$ cat config.mk
export PLATFORM = sky130hd
export DESIGN_NAME = timestamp_ordered_frame_buffer_flat
export DESIGN_NICKNAME = d
export VERILOG_FILES = /design/src/rtl/core/tofb_pkg.sv /design/src/rtl/core/tofb_in_if.sv /design/src/rtl/core/tofb_out_if.sv /design/src/rtl/core/timestamp_ordered_frame_buffer.sv /design/src/rtl/core/tofb_ram.sv /design/src/rtl/core/tofb_cfg.sv /design/src/rtl/core/tofb_ctrl.sv /design/src/flat_wrapper.sv
export VERILOG_INCLUDE_DIRS = /design/src /design/src/rtl/core
export SDC_FILE = /design/constraint.sdc
export NUM_CORES = 2
export LEC_CHECK = 0
export ABC_AREA = 1
export ABC_CLOCK_PERIOD_IN_PS = 25900
export BUFFER_PORTS_ARGS = -buffer_cell sky130_fd_sc_hd__buf_2
export CAP_MARGIN = 20
export CORE_UTILIZATION = 28
export DETAILED_ROUTE_END_ITERATION = 6
export PLACE_DENSITY = 0.4
export SETUP_SLACK_MARGIN = 0.5
export SLEW_MARGIN = 20
export SYNTH_ARGS = -nofsm -noshare
export SYNTH_HDL_FRONTEND = slang
export SYNTH_HIERARCHICAL = 1
export SYNTH_SLANG_ARGS = --single-unit
$ cat constraint.sdc
create_clock -name i_clk -period 25.9 [get_ports i_clk]
set_input_delay 5.18 -clock i_clk [delete_from_list [all_inputs] [get_ports i_clk]]
set_output_delay 5.18 -clock i_clk [all_outputs]
set_load 0.01 [all_outputs]
$ cat src/rtl/core/timestamp_ordered_frame_buffer_assert.svh
// assertion macros for the timestamp ordered frame buffer
`ifndef TIMESTAMP_ORDERED_FRAME_BUFFER_ASSERT_SVH
`define TIMESTAMP_ORDERED_FRAME_BUFFER_ASSERT_SVH

`ifndef ASSERT_OFF
// checked while out of reset
`define TOFB_ASSERT(lbl, clk, rst_n, prop, msg) \
    lbl: assert property (@(posedge clk) disable iff (!rst_n) prop) else $error(msg);
// checked on every edge, reset included
`define TOFB_ASSERT_ALWAYS(lbl, clk, prop, msg) \
    lbl: assert property (@(posedge clk) prop) else $error(msg);
`else
`define TOFB_ASSERT(lbl, clk, rst_n, prop, msg)
`define TOFB_ASSERT_ALWAYS(lbl, clk, prop, msg)
`endif

`endif

$ cat src/rtl/core/tofb_pkg.sv
// shared types and constants of the timestamp ordered frame buffer
package tofb_pkg;

    localparam int DEPTH        = 32;
    localparam int TIME_BITS    = 40;
    localparam int TAG_BITS     = 16;
    localparam int TOL_BITS     = 24;
    localparam int CAP_BITS     = 6;
    localparam int STAT_BITS    = 32;
    localparam int CMD_BITS     = 4;
    localparam int CFG_IDX_BITS = 2;
    localparam int CFG_DW       = 24;
    localparam int AW           = $clog2(DEPTH);
    localparam int CW           = $clog2(DEPTH + 1);

    localparam logic [CMD_BITS-1:0] CMD_PUSH       = 4'd0;
    localparam logic [CMD_BITS-1:0] CMD_FETCH      = 4'd1;
    localparam logic [CMD_BITS-1:0] CMD_PEEK       = 4'd2;
    localparam logic [CMD_BITS-1:0] CMD_DROP_OLDER = 4'd3;
    localparam logic [CMD_BITS-1:0] CMD_KEEP_LAST  = 4'd4;
    localparam logic [CMD_BITS-1:0] CMD_CLEAR      = 4'd5;
    localparam logic [CMD_BITS-1:0] CMD_HAS        = 4'd6;
    localparam logic [CMD_BITS-1:0] CMD_COUNT      = 4'd7;
    localparam logic [CMD_BITS-1:0] CMD_CLR_STATS  = 4'd8;

    localparam logic [CFG_IDX_BITS-1:0] REG_CAPACITY  = 2'd0;
    localparam logic [CFG_IDX_BITS-1:0] REG_DROP_EN   = 2'd1;
    localparam logic [CFG_IDX_BITS-1:0] REG_TOLERANCE = 2'd2;

    localparam logic [CAP_BITS-1:0] CAP_RESET = 6'd32;
    localparam logic [TOL_BITS-1:0] TOL_RESET = 24'd16667;

    typedef struct packed {
        logic [CAP_BITS-1:0] cap;
        logic                drop_en;
        logic [TOL_BITS-1:0] tol;
    } t_cfg;

    typedef struct packed {
        logic [TIME_BITS-1:0] ts;
        logic [TAG_BITS-1:0]  tag;
    } t_mem_word;

    typedef struct packed {
        logic            we;
        logic [AW-1:0]   waddr;
        t_mem_word       wdata;
        logic            re;
        logic [AW-1:0]   raddr;
    } t_ram_req;

    function automatic logic [STAT_BITS-1:0] sat_add(input logic [STAT_BITS-1:0] a,
                                                     input logic [CW-1:0] n);
        logic [STAT_BITS:0] s;
        s = {1'b0, a} + {{(STAT_BITS+1-CW){1'b0}}, n};
        return s[STAT_BITS] ? {STAT_BITS{1'b1}} : s[STAT_BITS-1:0];
    endfunction

endpackage

$ cat src/rtl/core/tofb_in_if.sv
// command channel of the frame buffer
interface tofb_in_if;
    import tofb_pkg::*;

    logic                 valid;
    logic                 ready;
    logic [CMD_BITS-1:0]  command;
    logic [TIME_BITS-1:0] time_value;
    logic [TIME_BITS-1:0] range_end;
    logic [TAG_BITS-1:0]  frame_tag;

    modport source (output valid, command, time_value, range_end, frame_tag, input ready);
    modport sink   (input valid, command, time_value, range_end, frame_tag, output ready);
endinterface

$ cat src/rtl/core/tofb_out_if.sv
// result channel of the frame buffer
interface tofb_out_if;
    import tofb_pkg::*;

    logic                  valid;
    logic                  ready;
    logic                  success;
    logic [TAG_BITS-1:0]   tag_out;
    logic [TIME_BITS-1:0]  time_out;
    logic [CW-1:0]         count_out;
    logic [CW-1:0]         occupancy;
    logic [TIME_BITS-1:0]  earliest_time;
    logic [TIME_BITS-1:0]  latest_time;
    logic [STAT_BITS-1:0]  dropped_total;
    logic [STAT_BITS-1:0]  overrun_total;

    modport source (output valid, success, tag_out, time_out, count_out, occupancy,
                    earliest_time, latest_time, dropped_total, overrun_total,
                    input ready);
    modport sink   (input valid, success, tag_out, time_out, count_out, occupancy,
                    earliest_time, latest_time, dropped_total, overrun_total,
                    output ready);
endinterface

$ cat src/rtl/core/timestamp_ordered_frame_buffer.sv
// top level of the timestamp ordered frame buffer
//
//  channel  | dir | handshake         | payload
//  i_cmd    | in  | valid/ready       | command, time_value, range_end, frame_tag
//  o_res    | out | valid/ready       | success .. overrun_total, one beat per command
//  i_cfg_*  | in  | write enable only | capacity_limit, drop_enable, match_tolerance
//
// one command at a time; entries sit in a ring in a single 1r1w ram
// scan commands (fetch, drop older, has, count) read every entry once through the
// single ram read port, one entry per cycle; push reads down from the tail over the
// entries later than the new stamp, moving each up by one
// reset is synchronous and needs no clearing pass; a stalled result beat holds the
// next command in its last state until the beat is taken
module timestamp_ordered_frame_buffer (
    input  logic                              i_clk,
    input  logic                              i_rst_n,
    tofb_in_if.sink                           i_cmd,
    tofb_out_if.source                        o_res,
    input  logic                              i_cfg_we,
    input  logic [tofb_pkg::CFG_IDX_BITS-1:0] i_cfg_idx,
    input  logic [tofb_pkg::CFG_DW-1:0]       i_cfg_data
);
    import tofb_pkg::*;

    t_cfg                         cfg;
    t_ram_req                     ram_req;
    t_mem_word                    ram_rdata;
    logic [$bits(t_mem_word)-1:0] ram_rdata_raw;

    tofb_cfg u_cfg (
        .i_clk   (i_clk),
        .i_rst_n (i_rst_n),
        .i_we    (i_cfg_we),
        .i_idx   (i_cfg_idx),
        .i_data  (i_cfg_data),
        .o_cfg   (cfg)
    );

    tofb_ram #(
        .AW (AW),
        .DW ($bits(t_mem_word))
    ) u_ram (
        .i_clk   (i_clk),
        .i_we    (ram_req.we),
        .i_waddr (ram_req.waddr),
        .i_wdata (ram_req.wdata),
        .i_re    (ram_req.re),
        .i_raddr (ram_req.raddr),
        .o_rdata (ram_rdata_raw)
    );

    assign ram_rdata = ram_rdata_raw;

    tofb_ctrl u_ctrl (
        .i_clk   (i_clk),
        .i_rst_n (i_rst_n),
        .i_cfg   (cfg),
        .i_cmd   (i_cmd),
        .o_res   (o_res),
        .o_ram   (ram_req),
        .i_rdata (ram_rdata)
    );
endmodule

$ cat src/rtl/core/tofb_ram.sv
// simple dual port ram, one write and one registered read port
module tofb_ram #(
    parameter int AW = 5,
    parameter int DW = 56
) (
    input  logic          i_clk,
    input  logic          i_we,
    input  logic [AW-1:0] i_waddr,
    input  logic [DW-1:0] i_wdata,
    input  logic          i_re,
    input  logic [AW-1:0] i_raddr,
    output logic [DW-1:0] o_rdata
);
    logic [DW-1:0] r_mem [2**AW];
    logic [DW-1:0] r_rdata;

    always_ff @(posedge i_clk) begin
        if (i_we) begin
            r_mem[i_waddr] <= i_wdata;
        end
    end

    always_ff @(posedge i_clk) begin
        if (i_re) begin
            r_rdata <= r_mem[i_raddr];
        end
    end

    assign o_rdata = r_rdata;
endmodule

$ cat src/rtl/core/tofb_cfg.sv
// configuration registers of the frame buffer
module tofb_cfg (
    input  logic                              i_clk,
    input  logic                              i_rst_n,
    input  logic                              i_we,
    input  logic [tofb_pkg::CFG_IDX_BITS-1:0] i_idx,
    input  logic [tofb_pkg::CFG_DW-1:0]       i_data,
    output tofb_pkg::t_cfg                    o_cfg
);
    import tofb_pkg::*;

    t_cfg r_cfg;

    always_ff @(posedge i_clk) begin
        if (!i_rst_n) begin
            r_cfg.cap     <= CAP_RESET;
            r_cfg.drop_en <= 1'b1;
            r_cfg.tol     <= TOL_RESET;
        end else if (i_we) begin
            case (i_idx)
                REG_CAPACITY:  r_cfg.cap     <= i_data[CAP_BITS-1:0];
                REG_DROP_EN:   r_cfg.drop_en <= i_data[0];
                REG_TOLERANCE: r_cfg.tol     <= i_data[TOL_BITS-1:0];
                default: ;
            endcase
        end
    end

    assign o_cfg = r_cfg;
endmodule

$ cat src/rtl/core/tofb_ctrl.sv
// command sequencer: scans, inserts and trims the ring held in the entry ram
module tofb_ctrl (
    input  logic                i_clk,
    input  logic                i_rst_n,
    input  tofb_pkg::t_cfg      i_cfg,
    tofb_in_if.sink             i_cmd,
    tofb_out_if.source          o_res,
    output tofb_pkg::t_ram_req  o_ram,
    input  tofb_pkg::t_mem_word i_rdata
);
    import tofb_pkg::*;
    `include "timestamp_ordered_frame_buffer_assert.svh"

    typedef enum logic [2:0] {
        S_IDLE, S_PREP, S_SCAN, S_INS, S_PUT, S_FIN_A, S_FIN_B, S_FIN_C
    } t_state;

    t_state                r_state;
    logic                  r_out_pend;
    logic [CMD_BITS-1:0]   r_cmd;
    logic [TIME_BITS-1:0]  r_t;
    logic [TIME_BITS-1:0]  r_tend;
    logic [TAG_BITS-1:0]   r_tag;
    logic [AW-1:0]         r_head;
    logic [CW-1:0]         r_count;
    logic [STAT_BITS-1:0]  r_drops;
    logic [STAT_BITS-1:0]  r_overs;
    logic [CW-1:0]         r_ri;
    logic [CW-1:0]         r_vi;
    logic                  r_rv;
    logic                  r_found;
    logic [CW-1:0]         r_best;
    logic [TIME_BITS-1:0]  r_best_d;
    logic                  r_succ;
    logic [TAG_BITS-1:0]   r_tag_o;
    logic [TIME_BITS-1:0]  r_time_o;
    logic [CW-1:0]         r_cnt;
    logic [TIME_BITS-1:0]  r_early;

    logic [CW-1:0]         cap_eff;
    logic [CW+1:0]         cap3;
    logic [CW-1:0]         target;
    logic                  full;
    logic [CW-1:0]         n_drop;
    logic [CW-1:0]         n_count;
    logic [TIME_BITS-1:0]  ts_gap;
    logic                  in_tol;
    logic                  rd_later;
    logic                  issue;
    logic                  ins_shift;
    logic                  ins_place;
    logic [CW-1:0]         place_idx;
    logic [CW-1:0]         tail_idx;
    logic [CW-1:0]         n_take;
    t_ram_req              ram;

    always_comb begin
        cap_eff  = (i_cfg.cap > CAP_BITS'(DEPTH)) ? CW'(DEPTH) : CW'(i_cfg.cap);
        cap3     = {2'b00, cap_eff} + {1'b0, cap_eff, 1'b0};
        target   = cap3[CW+1:2];
        full     = (r_count >= cap_eff);
        n_drop   = (r_count > target) ? r_count - target : '0;
        n_count  = r_count - n_drop;
        rd_later = (i_rdata.ts > r_t);
        ts_gap   = rd_later ? i_rdata.ts - r_t : r_t - i_rdata.ts;
        in_tol   = (ts_gap <= {{(TIME_BITS-TOL_BITS){1'b0}}, i_cfg.tol});
        n_take   = r_best + CW'(1);
        tail_idx = r_count - CW'(1);
    end

    // insertion walks down from the tail, moving later entries up by one
    always_comb begin
        ins_shift = 1'b0;
        ins_place = 1'b0;
        place_idx = '0;
        issue     = 1'b0;
        ram       = '0;
        case (r_state)
            S_INS: begin
                ins_shift = r_rv && rd_later;
                ins_place = (r_rv && !rd_later) || (!r_rv && r_ri == '0);
                place_idx = r_rv ? r_vi + CW'(1) : '0;
                issue     = (r_ri != '0);
                ram.re    = issue;
                ram.raddr = r_head + r_ri[AW-1:0] - AW'(1);
                ram.we    = ins_shift || ins_place;
                ram.waddr = r_head + place_idx[AW-1:0];
                ram.wdata = ins_shift ? i_rdata : t_mem_word'{ts: r_t, tag: r_tag};
            end
            S_PUT: begin
                ram.we    = 1'b1;
                ram.waddr = r_head;
                ram.wdata = t_mem_word'{ts: r_t, tag: r_tag};
            end
            S_SCAN: begin
                issue     = (r_ri < r_count);
                ram.re    = issue;
                ram.raddr = r_head + r_ri[AW-1:0];
            end
            S_FIN_A: begin
                ram.re    = 1'b1;
                ram.raddr = r_head;
            end
            S_FIN_B: begin
                ram.re    = 1'b1;
                ram.raddr = r_head + tail_idx[AW-1:0];
            end
            default: ;
        endcase
    end

    assign o_ram       = ram;
    assign i_cmd.ready = (r_state == S_IDLE);
    assign o_res.valid = r_out_pend;

    always_ff @(posedge i_clk) begin
        if (!i_rst_n) begin
            r_state    <= S_IDLE;
            r_out_pend <= 1'b0;
            r_head     <= '0;
            r_count    <= '0;
            r_drops    <= '0;
            r_overs    <= '0;
            r_rv       <= 1'b0;
        end else begin
            // a new beat loaded in S_FIN_C keeps the flag set
            if (o_res.valid && o_res.ready && r_state != S_FIN_C) begin
                r_out_pend <= 1'b0;
            end
            case (r_state)
                S_IDLE: begin
                    if (i_cmd.valid) begin
                        r_cmd   <= i_cmd.command;
                        r_t     <= i_cmd.time_value;
                        r_tend  <= i_cmd.range_end;
                        r_tag   <= i_cmd.frame_tag;
                        r_state <= S_PREP;
                    end
                end
                S_PREP: begin
                    r_succ   <= 1'b0;
                    r_tag_o  <= '0;
                    r_time_o <= '0;
                    r_found  <= 1'b0;
                    r_best   <= '0;
                    r_best_d <= '0;
                    r_rv     <= 1'b0;
                    case (r_cmd)
                        CMD_PUSH: begin
                            if (full && !i_cfg.drop_en) begin
                                r_overs <= sat_add(r_overs, CW'(1));
                                r_cnt   <= '0;
                                r_ri    <= '0;
                                r_state <= S_FIN_A;
                            end else if (full) begin
                                r_cnt   <= n_drop;
                                r_head  <= r_head + n_drop[AW-1:0];
                                r_count <= n_count;
                                r_drops <= sat_add(r_drops, n_drop);
                                r_ri    <= n_count;
                                r_state <= S_INS;
                            end else begin
                                r_cnt   <= '0;
                                r_ri    <= r_count;
                                r_state <= S_INS;
                            end
                        end
                        CMD_FETCH, CMD_DROP_OLDER, CMD_HAS, CMD_COUNT: begin
                            r_cnt   <= '0;
                            r_ri    <= '0;
                            r_state <= S_SCAN;
                        end
                        CMD_KEEP_LAST: begin
                            r_ri    <= '0;
                            r_state <= S_FIN_A;
                            if (r_count != '0) begin
                                r_cnt   <= tail_idx;
                                r_head  <= r_head + tail_idx[AW-1:0];
                                r_count <= CW'(1);
                                r_drops <= sat_add(r_drops, tail_idx);
                            end else begin
                                r_cnt   <= '0;
                            end
                        end
                        CMD_CLEAR: begin
                            r_count <= '0;
                            r_cnt   <= '0;
                            r_ri    <= '0;
                            r_state <= S_FIN_A;
                        end
                        CMD_CLR_STATS: begin
                            r_drops <= '0;
                            r_overs <= '0;
                            r_cnt   <= '0;
                            r_ri    <= '0;
                            r_state <= S_FIN_A;
                        end
                        default: begin
                            r_cnt   <= '0;
                            r_ri    <= '0;
                            r_state <= S_FIN_A;
                        end
                    endcase
                end
                S_INS: begin
                    r_rv <= issue;
                    if (issue) begin
                        r_ri <= r_ri - CW'(1);
                        r_vi <= r_ri - CW'(1);
                    end
                    if (ins_place) begin
                        r_count <= r_count + CW'(1);
                        r_succ  <= 1'b1;
                        r_state <= S_FIN_A;
                    end else if (ins_shift && r_vi == '0) begin
                        r_state <= S_PUT;
                    end
                end
                S_PUT: begin
                    r_rv    <= 1'b0;
                    r_count <= r_count + CW'(1);
                    r_succ  <= 1'b1;
                    r_state <= S_FIN_A;
                end
                S_SCAN: begin
                    r_rv <= issue;
                    if (issue) begin
                        r_ri <= r_ri + CW'(1);
                        r_vi <= r_ri;
                    end
                    if (r_rv) begin
                        case (r_cmd)
                            CMD_FETCH: begin
                                // equal distances tie, so the first one wins
                                if (in_tol && (!r_found || ts_gap < r_best_d)) begin
                                    r_found  <= 1'b1;
                                    r_best   <= r_vi;
                                    r_best_d <= ts_gap;
                                    r_time_o <= i_rdata.ts;
                                    r_tag_o  <= i_rdata.tag;
                                end
                            end
                            CMD_DROP_OLDER: begin
                                if (i_rdata.ts < r_t) begin
                                    r_cnt <= r_cnt + CW'(1);
                                end
                            end
                            CMD_HAS: begin
                                if (in_tol) begin
                                    r_succ <= 1'b1;
                                end
                            end
                            CMD_COUNT: begin
                                if (i_rdata.ts >= r_t && i_rdata.ts <= r_tend) begin
                                    r_cnt <= r_cnt + CW'(1);
                                end
                            end
                            default: ;
                        endcase
                    end else if (r_ri == r_count) begin
                        r_state <= S_FIN_A;
                        if (r_cmd == CMD_FETCH && r_found) begin
                            // the match and everything ahead of it leave together
                            r_succ  <= 1'b1;
                            r_cnt   <= r_best;
                            r_head  <= r_head + n_take[AW-1:0];
                            r_count <= r_count - n_take;
                            r_drops <= sat_add(r_drops, r_best);
                        end else if (r_cmd == CMD_DROP_OLDER) begin
                            r_head  <= r_head + r_cnt[AW-1:0];
                            r_count <= r_count - r_cnt;
                            r_drops <= sat_add(r_drops, r_cnt);
                        end
                    end
                end
                S_FIN_A: begin
                    r_rv    <= 1'b0;
                    r_state <= S_FIN_B;
                end
                S_FIN_B: begin
                    r_early <= i_rdata.ts;
                    if (r_cmd == CMD_PEEK && r_count != '0) begin
                        r_succ   <= 1'b1;
                        r_time_o <= i_rdata.ts;
                        r_tag_o  <= i_rdata.tag;
                    end
                    r_state <= S_FIN_C;
                end
                S_FIN_C: begin
                    if (!r_out_pend || o_res.ready) begin
                        r_out_pend <= 1'b1;
                        r_state    <= S_IDLE;
                    end
                end
                default: r_state <= S_IDLE;
            endcase
        end
    end

    // result beat payload, loaded as the sequence completes
    always_ff @(posedge i_clk) begin
        if (r_state == S_FIN_C && (!r_out_pend || o_res.ready)) begin
            o_res.success       <= r_succ;
            o_res.tag_out       <= r_tag_o;
            o_res.time_out      <= r_time_o;
            o_res.count_out     <= r_cnt;
            o_res.occupancy     <= r_count;
            o_res.earliest_time <= (r_count != '0) ? r_early : '0;
            o_res.latest_time   <= (r_count != '0) ? i_rdata.ts : '0;
            o_res.dropped_total <= r_drops;
            o_res.overrun_total <= r_overs;
        end
    end

    `TOFB_ASSERT(a_no_rw_clash, i_clk, i_rst_n, !(ram.we && ram.re && ram.waddr == ram.raddr), "ram read and write hit one entry")
    `TOFB_ASSERT(a_count_bound, i_clk, i_rst_n, r_count <= CW'(DEPTH), "entry count above depth")
    `TOFB_ASSERT(a_accept_starts, i_clk, i_rst_n, (i_cmd.valid && i_cmd.ready) |=> (r_state == S_PREP), "accepted beat did not start a command")
    `TOFB_ASSERT_ALWAYS(a_write_in_ins, i_clk, ram.we |-> (r_state == S_INS || r_state == S_PUT), "ram written outside insertion")
endmodule

$ cat src/flat_wrapper.sv
// flat-port wrapper written by rule: the top's interface ports become plain ports
module timestamp_ordered_frame_buffer_flat import tofb_pkg::*;
  (i_clk, i_rst_n, i_cfg_we, i_cfg_idx, i_cfg_data, i_cmd_valid, i_cmd_command, i_cmd_time_value, i_cmd_range_end, i_cmd_frame_tag, i_cmd_ready, o_res_valid, o_res_success, o_res_tag_out, o_res_time_out, o_res_count_out, o_res_occupancy, o_res_earliest_time, o_res_latest_time, o_res_dropped_total, o_res_overrun_total, o_res_ready);
  tofb_in_if i_cmd_i ();
  tofb_out_if o_res_i ();
  input  logic i_clk;
  input  logic i_rst_n;
  input  logic i_cfg_we;
  input  logic [tofb_pkg::CFG_IDX_BITS-1:0] i_cfg_idx;
  input  logic [tofb_pkg::CFG_DW-1:0] i_cfg_data;
  input wire logic [$bits(i_cmd_i.valid)-1:0] i_cmd_valid;
  input wire logic [$bits(i_cmd_i.command)-1:0] i_cmd_command;
  input wire logic [$bits(i_cmd_i.time_value)-1:0] i_cmd_time_value;
  input wire logic [$bits(i_cmd_i.range_end)-1:0] i_cmd_range_end;
  input wire logic [$bits(i_cmd_i.frame_tag)-1:0] i_cmd_frame_tag;
  output wire logic [$bits(i_cmd_i.ready)-1:0] i_cmd_ready;
  output wire logic [$bits(o_res_i.valid)-1:0] o_res_valid;
  output wire logic [$bits(o_res_i.success)-1:0] o_res_success;
  output wire logic [$bits(o_res_i.tag_out)-1:0] o_res_tag_out;
  output wire logic [$bits(o_res_i.time_out)-1:0] o_res_time_out;
  output wire logic [$bits(o_res_i.count_out)-1:0] o_res_count_out;
  output wire logic [$bits(o_res_i.occupancy)-1:0] o_res_occupancy;
  output wire logic [$bits(o_res_i.earliest_time)-1:0] o_res_earliest_time;
  output wire logic [$bits(o_res_i.latest_time)-1:0] o_res_latest_time;
  output wire logic [$bits(o_res_i.dropped_total)-1:0] o_res_dropped_total;
  output wire logic [$bits(o_res_i.overrun_total)-1:0] o_res_overrun_total;
  input wire logic [$bits(o_res_i.ready)-1:0] o_res_ready;
  assign i_cmd_i.valid = i_cmd_valid;
  assign i_cmd_i.command = i_cmd_command;
  assign i_cmd_i.time_value = i_cmd_time_value;
  assign i_cmd_i.range_end = i_cmd_range_end;
  assign i_cmd_i.frame_tag = i_cmd_frame_tag;
  assign i_cmd_ready = i_cmd_i.ready;
  assign o_res_valid = o_res_i.valid;
  assign o_res_success = o_res_i.success;
  assign o_res_tag_out = o_res_i.tag_out;
  assign o_res_time_out = o_res_i.time_out;
  assign o_res_count_out = o_res_i.count_out;
  assign o_res_occupancy = o_res_i.occupancy;
  assign o_res_earliest_time = o_res_i.earliest_time;
  assign o_res_latest_time = o_res_i.latest_time;
  assign o_res_dropped_total = o_res_i.dropped_total;
  assign o_res_overrun_total = o_res_i.overrun_total;
  assign o_res_i.ready = o_res_ready;
  timestamp_ordered_frame_buffer u_core (.i_clk(i_clk), .i_rst_n(i_rst_n), .i_cmd(i_cmd_i), .o_res(o_res_i), .i_cfg_we(i_cfg_we), .i_cfg_idx(i_cfg_idx), .i_cfg_data(i_cfg_data));
endmodule
* Word level (Yosys, flattened, before mapping)
Memories as Yosys holds them, arrays and structs flattened. A register that Yosys moved wholly into a read port is not among the register bits.
Cells that the tools add are included.
** Word-level totals
- Memories :: 1
- Register bits after elaboration :: 586
- Word-level logic and storage cells :: 279
- Input port bits :: 131
- Output and inout bits :: 215
- Memory bits (writable) :: 1792
** Operators by class
- Mux-type cells :: 108
- Reduce and logical (&&, ||, !) cells :: 55
- Equality and inequality tests :: 46
- $add $sub $neg :: 26
- Magnitude comparators :: 10
** Memory list
- u_core.u_ram.r_mem :: words 32, bits a word 56, rd ports 1, clocked after Yosys merged registers in 1, wr ports 1, RTL line tofb_ram.sv:14 : logic [DW-1:0] r_mem [2**AW];
** Operator list (number)
- 32-bit two-way mux :: 13
- 40-bit two-way mux :: 8
- 6-bit two-way mux :: 26
- 32-bit by 6-bit adder with 33-bit output :: 4
- 32-bit case mux with 2 select lines :: 2
- 62-bit case mux with 2 select lines :: 1
- 40-bit case mux with 3 select lines :: 1
- 32-bit case mux with 3 select lines :: 1
- 40-bit < comparator :: 2
- 40-bit case mux with 2 select lines :: 1
- 40-bit subtractor :: 2
- 16-bit two-way mux :: 4
- 6-bit case mux with 2 select lines :: 5
- 56-bit two-way mux :: 1
- 16-bit case mux with 3 select lines :: 1
- 6-bit case mux with 4 select lines :: 2
- 40-bit greater-or-equal comparator :: 1
- 40-bit > comparator :: 1
- 40-bit by 24-bit less-or-equal comparator with 1-bit output :: 1
- 40-bit less-or-equal comparator :: 1
- 5-bit two-way mux :: 8
- 6-bit case mux with 3 select lines :: 2
- 32-bit by 1-bit adder with 33-bit output (second input constant) :: 1
- 8-bit AND reduction :: 4
- 55 further kinds :: 152

* Longest topological paths before layout
- Depth after elaboration :: 11
- Mapped depth :: 35
- Gate-level depth less buffers :: 35

* Modules after synthesis
The synthesis kept the hierarchy.
** By module, submodules not included
- tofb_ram :: seq. area each 55493.2 um2, area an instance 73967.2 um2, cells each 6150, instances 1
- tofb_ctrl :: seq. area each 15865.2 um2, area an instance 37151.9 um2, cells each 4784, instances 1
- tofb_cfg :: seq. area each 620.6 um2, area an instance 1283.7 um2, cells each 188, instances 1

* Worst setup path after synthesis
OpenSTA, ideal clock, no wires.
- Kind :: input-to-reg
- From :: input o_res_ready
- To :: register u_core.u_ctrl.o_res.count_out[0] (enable)
- Stages on the path :: 2
- Setup time :: 1048 ps
- Path slack :: 5296 ps
- Arrival :: 19556 ps
- Buffers on the path :: 0
- Cells stage by stage :: nor2_1 -> nor3_1
** Between the ends
- Longest elaborated chain between the ends :: 2
** RTL lines
- start: declaration :: RTL line flat_wrapper.sv:27 : input wire logic [$bits(o_res_i.ready)-1:0] o_res_ready;
- 1-bit logical OR :: RTL line tofb_ctrl.sv:302 : if (r_state == S_FIN_C && (!r_out_pend || o_res.ready)) begin
- 1-bit logical AND :: RTL line tofb_ctrl.sv:302
- end signal: assignment :: RTL line tofb_ctrl.sv:306 : o_res.count_out <= r_cnt;
- end: declaration :: RTL line tofb_out_if.sv:17 : modport source (output valid, success, tag_out, time_out, count_out, occupancy,
Every way passes these cells.
A chain may end at the register's enable or synchronous reset.

* Final worst setup path
- From :: register u_core.u_ram.r_rdata[16] (netlist: u_core/u_ram/o_rdata[16]), read port of u_core.u_ram.r_mem
- To :: register u_core.u_ctrl.r_time_o[36] (enable)
** Between the ends
- Longest elaborated chain between the ends :: 7
** RTL lines
- start: declaration :: RTL line tofb_ram.sv:15 : logic [DW-1:0] r_rdata;
- 40-bit subtractor or 40-bit > comparator (tied branches) :: RTL line tofb_ctrl.sv:65, tofb_ctrl.sv:64
- 40-bit two-way mux (*) :: RTL line tofb_ctrl.sv:65 : ts_gap = rd_later ? i_rdata.ts - r_t : r_t - i_rdata.ts;
- net u_core.u_ctrl.ts_gap[19] :: RTL line tofb_ctrl.sv:46 : logic [TIME_BITS-1:0] ts_gap;
- 40-bit < comparator :: RTL line tofb_ctrl.sv:235 : if (in_tol && (!r_found || ts_gap < r_best_d)) begin
- 1-bit logical OR :: RTL line tofb_ctrl.sv:235
- 1-bit logical AND (*) :: RTL line tofb_ctrl.sv:235
- 2-bit != test (no line) (*)
- 6-bit AND reduction (no line) (*)
- end signal: assignment :: RTL line tofb_ctrl.sv:239 : r_time_o <= i_rdata.ts;
- end signal: assignment :: RTL line tofb_ctrl.sv:284 : r_time_o <= i_rdata.ts;
- end: declaration :: RTL line tofb_ctrl.sv:36 : logic [TIME_BITS-1:0] r_time_o;
The timed path passes the listed nets; every way through them passes the cells marked *.

==> impl_metrics.csv <==
group,metric,value,unit
timing,rsz0062_at_grt,"false",
timing,relSlewSlack,0.172,
synth,syn_area_per_cell,10.1,um^2
timing,tightest_slew,1240,ps
outcome,status,"complete, no violations",
synth,synth-seq-cells,2434,
routing,drc,0,
cells_and_area,nFillCells,40855,
routing,antenna_left,0,
floorplanning,die-area,404000,um^2
power,vdd_drop_max,111,uV
routing,wire_per_inst,25.3,um
timing,finalWorstSetupSlack,17960,ps
routing,vias,82129,
critical_path,critPathKind,"reg -> reg",
timing,finalClockSkew,45.2,ps
critical_path,worst_setup_path_end_kind,"flop",
cts,hold_buffers,0,
job,drv_cap,0,
synth,yosys.area.top_type,"edfxtp_1",
routing,dr.pass1.iters,6,
synth,synth_edf_count,2323,
floorplanning,num_rows,232,
routing,drtIter0Drc,7040,
timing,setup_viol_count_final,0,
cts,post_cts_resized,0,
cts,cts_made_buffers,289,
floorplanning,core-area,399000,um^2
synth,seq_area_frac_synth,0.640,
synth,synth_fp_nets,11535,
global_route,track_usage,0.205,
routing,detail_route.wirelength,427000,um
synth,ys.flop_type,"edfxtp_1",
global_route,grt_pass1_vias,79781,
floorplanning,start_util,0.281,
cts,htreeDepth,5,
cts,clock-root-buffer,"clkbuf_16",
floorplanning,die_w,636,um
timing,setup_tns,0,ps
power,cellPowerDensity,125,nW/um^2
timing,hold_viol,0,
synth,synth.top_cells.by_area,"edfxtp_1 (62%), nand2_1 (13%), nand3_1 (7.1%)",
cells_and_area,syn_to_final_growth,15.0,%
timing,layout_min_cycle_time,7940,ps
cts,clockBufferDepth,4,
cts,clk-insertion-delay-late,920,ps
cells_and_area,finalNetCount,11836,
floorplanning,die_h,636,um
critical_path,required,26440,ps
cts,clkSinkCount,2434,
cts,post-cts-setup-buffers,0,
placed_design,gp_congestion,0.902,
critical_path,arrival,8470,ps
critical_path,path_common_cell,"nand2_1",
cts,clk_pin_slew,60,ps
critical_path,slowest_stage,"a21oi_4",
synth,mappedNetlistArea,112000,um^2
timing,period_share,0.307,
synth,yosysWarnings,6,
synth,syn-instance-count,11122,
global_route,grt_max_degree,243,
global_route,antenna_found_initial,36,
timing,hold_ws,418,ps
placed_design,dpl_worst_slack,17220,ps
placed_design,io_buffer_count,345,
worst_hold_path,hold_class,"reg -> reg",
placed_design,hpwl,263000,um
timing,fmax,126,MHz
global_route,grt_overflow,0,
global_route,grt_pass1_wl,602000,um
power,power_leakage,51.0,nW
synth,synth_top_cell_area_share,0.621,
floorplanning,pin_count,346,
critical_path,path_max_fanout,39,
critical_path,crit_path_max_incr_delay,880,ps
cells_and_area,layout-drive-gt1-share,0.0948,
routing,via_per_inst,4.85,
critical_path,crit_path_start_kind,"flop",
cts,cts_tree,"built",
synth,async_flop_share,0,
synth,ys_types,71,
timing,drv_slew,0,
==> final timing paths <==
check / from / depth (start not counted) / endpoint / slack, ps
worst max-delay path: u_core/u_ram/o_rdata[16] / 32 / u_core/u_ctrl/r_time_o[36] / 17960
worst max register to register: u_core/u_ram/o_rdata[16] / 32 / u_core/u_ctrl/r_time_o[36] / 17960
worst min register to register: u_core/u_ctrl/r_time_o[11] / 0 / u_core/u_ctrl/o_res.time_out[11] / 420
worst min-delay path: u_core/u_ctrl/r_time_o[11] / 0 / u_core/u_ctrl/o_res.time_out[11] / 420
==> per-layer routing <==
layer  global-route usage  share of wire
met1                0.281           0.45
met2                0.342           0.48
met3               0.0235          0.048
met4               0.0547          0.027
met5                    0       0.000033
==> cells in the mapped netlist (5+ instances only) <==
cell      count
nor3_2        5
nor3_1       59
nand2_1    3865
nand4_1      48
edfxtp_1   2323
nor2_4        7
buf_2       290
xor2_1       81
fa_1         15
buf_1        18
xnor2_1      29
dfxtp_1     111
a21o_1        8
o21a_1       15
o22ai_1      14
o211ai_1     15
o21bai_1      5
nand3_1    1599
a31oi_1      22
buf_6        23
inv_1       861
a41oi_1      10
nand2_2      14
inv_2        14
buf_4        46
o21ai_1      12
o221ai_1     10
a22oi_1      23
nor2_2       13
nor4_1        7
a21oi_1     283
a211oi_1     13
nor2_1      485
ha_1        267
o21ai_0     303
clkbuf_1    143
a22o_1        9
==> kinds of logic (layout without fill, tap and decap cells) <==
| logic type | count (synthesis) | after routing | synth area share |
|---|---|---|---|
| buffers and inverters | 1399 | 1911 | 0.0532 |
| AOI/OAI and AO/OA | 765 | 765 | 0.0380 |
| muxes | 4 | 4 | 0.000367 |
| other | 0 | 18 | 0 |
| xor gates and xnor gates | 110 | 110 | 0.00857 |
| DFF | 2434 | 2434 | 0.640 |
| adders and majority gates | 282 | 282 | 0.0324 |
| and+or+nand+nor | 6128 | 6128 | 0.227 |
==> critical path, delay by kind of cell (launching register included) <==
kind            cells  cell delay [ps]
compound gates      3             1430
fa+ha+maj           3              920
flops               1              450
simple gates       20             2870
xor+xnor            1              260
buf+inv             5             1480
==> final cells by class <==
type | count | area, um^2 | share of cell area
Sequential cell | 2434 | 72000 | 0.557
Timing Repair Buffer | 532 | 3290 | 0.0255
Antenna cell | 18 | 45.0 | 0.000348
Inverter | 877 | 3340 | 0.0259
Tap cell | 5265 | 6590 | 0.0509
Clock inverter | 152 | 1220 | 0.00945
Clock buffer | 350 | 7700 | 0.0596
Multi-Input combinational cell | 7289 | 35100 | 0.272
==> sequential cells by signal, summed over array words and instances, names as in the netlist, 40 cells and up <==
register / count
u_core/u_ram/r_mem: 1792
u_core/u_ram/o_rdata: 56
u_core/u_ctrl/o_res.earliest_time: 40
u_core/u_ctrl/o_res.latest_time: 40
u_core/u_ctrl/o_res.time_out: 40
u_core/u_ctrl/r_best_d: 40
u_core/u_ctrl/r_early: 40
u_core/u_ctrl/r_t: 40
u_core/u_ctrl/r_tend: 40
u_core/u_ctrl/r_time_o: 40
==> power breakdown <==
group          switching, mW  internal (mW)  total [mW]
sequential             0.235           4.89        5.12
combinational           5.36           1.81        7.16
clock                   1.68           2.26        3.94
total                   7.27           8.95        16.2
==> per-stage QoR <==
step	std cells	total power, mW	cell area (um^2)	util
floorplan	11122	9.60	112000	-
global placement	16393	12.4	120000	0.301
detailed placement	16393	12.4	120000	0.301
CTS	16895	16.4	129000	0.323
global route	16903	17.2	129000	0.324
finish	16917	16.2	129000	0.324
==> cells in the final DEF, fill, tap and decap left out, types with 18 or more instances in the layout <==
master,instances
ha_1,267
inv_1,856
nor3_1,58
nand3_1,1599
clkinv_2,44
clkinv_1,68
nor2_1,445
edfxtp_1,2323
xnor2_1,29
nand2_1,3863
clkbuf_16,298
a31oi_1,22
buf_2,345
clkbuf_1,47
o21ai_2,20
xor2_1,81
diode_2,18
o21ai_0,275
nor2_4,45
a21oi_1,271
dfxtp_1,111
nand4_1,48
buf_4,174
No activity file was read; power rests on OpenSTA's default activity.
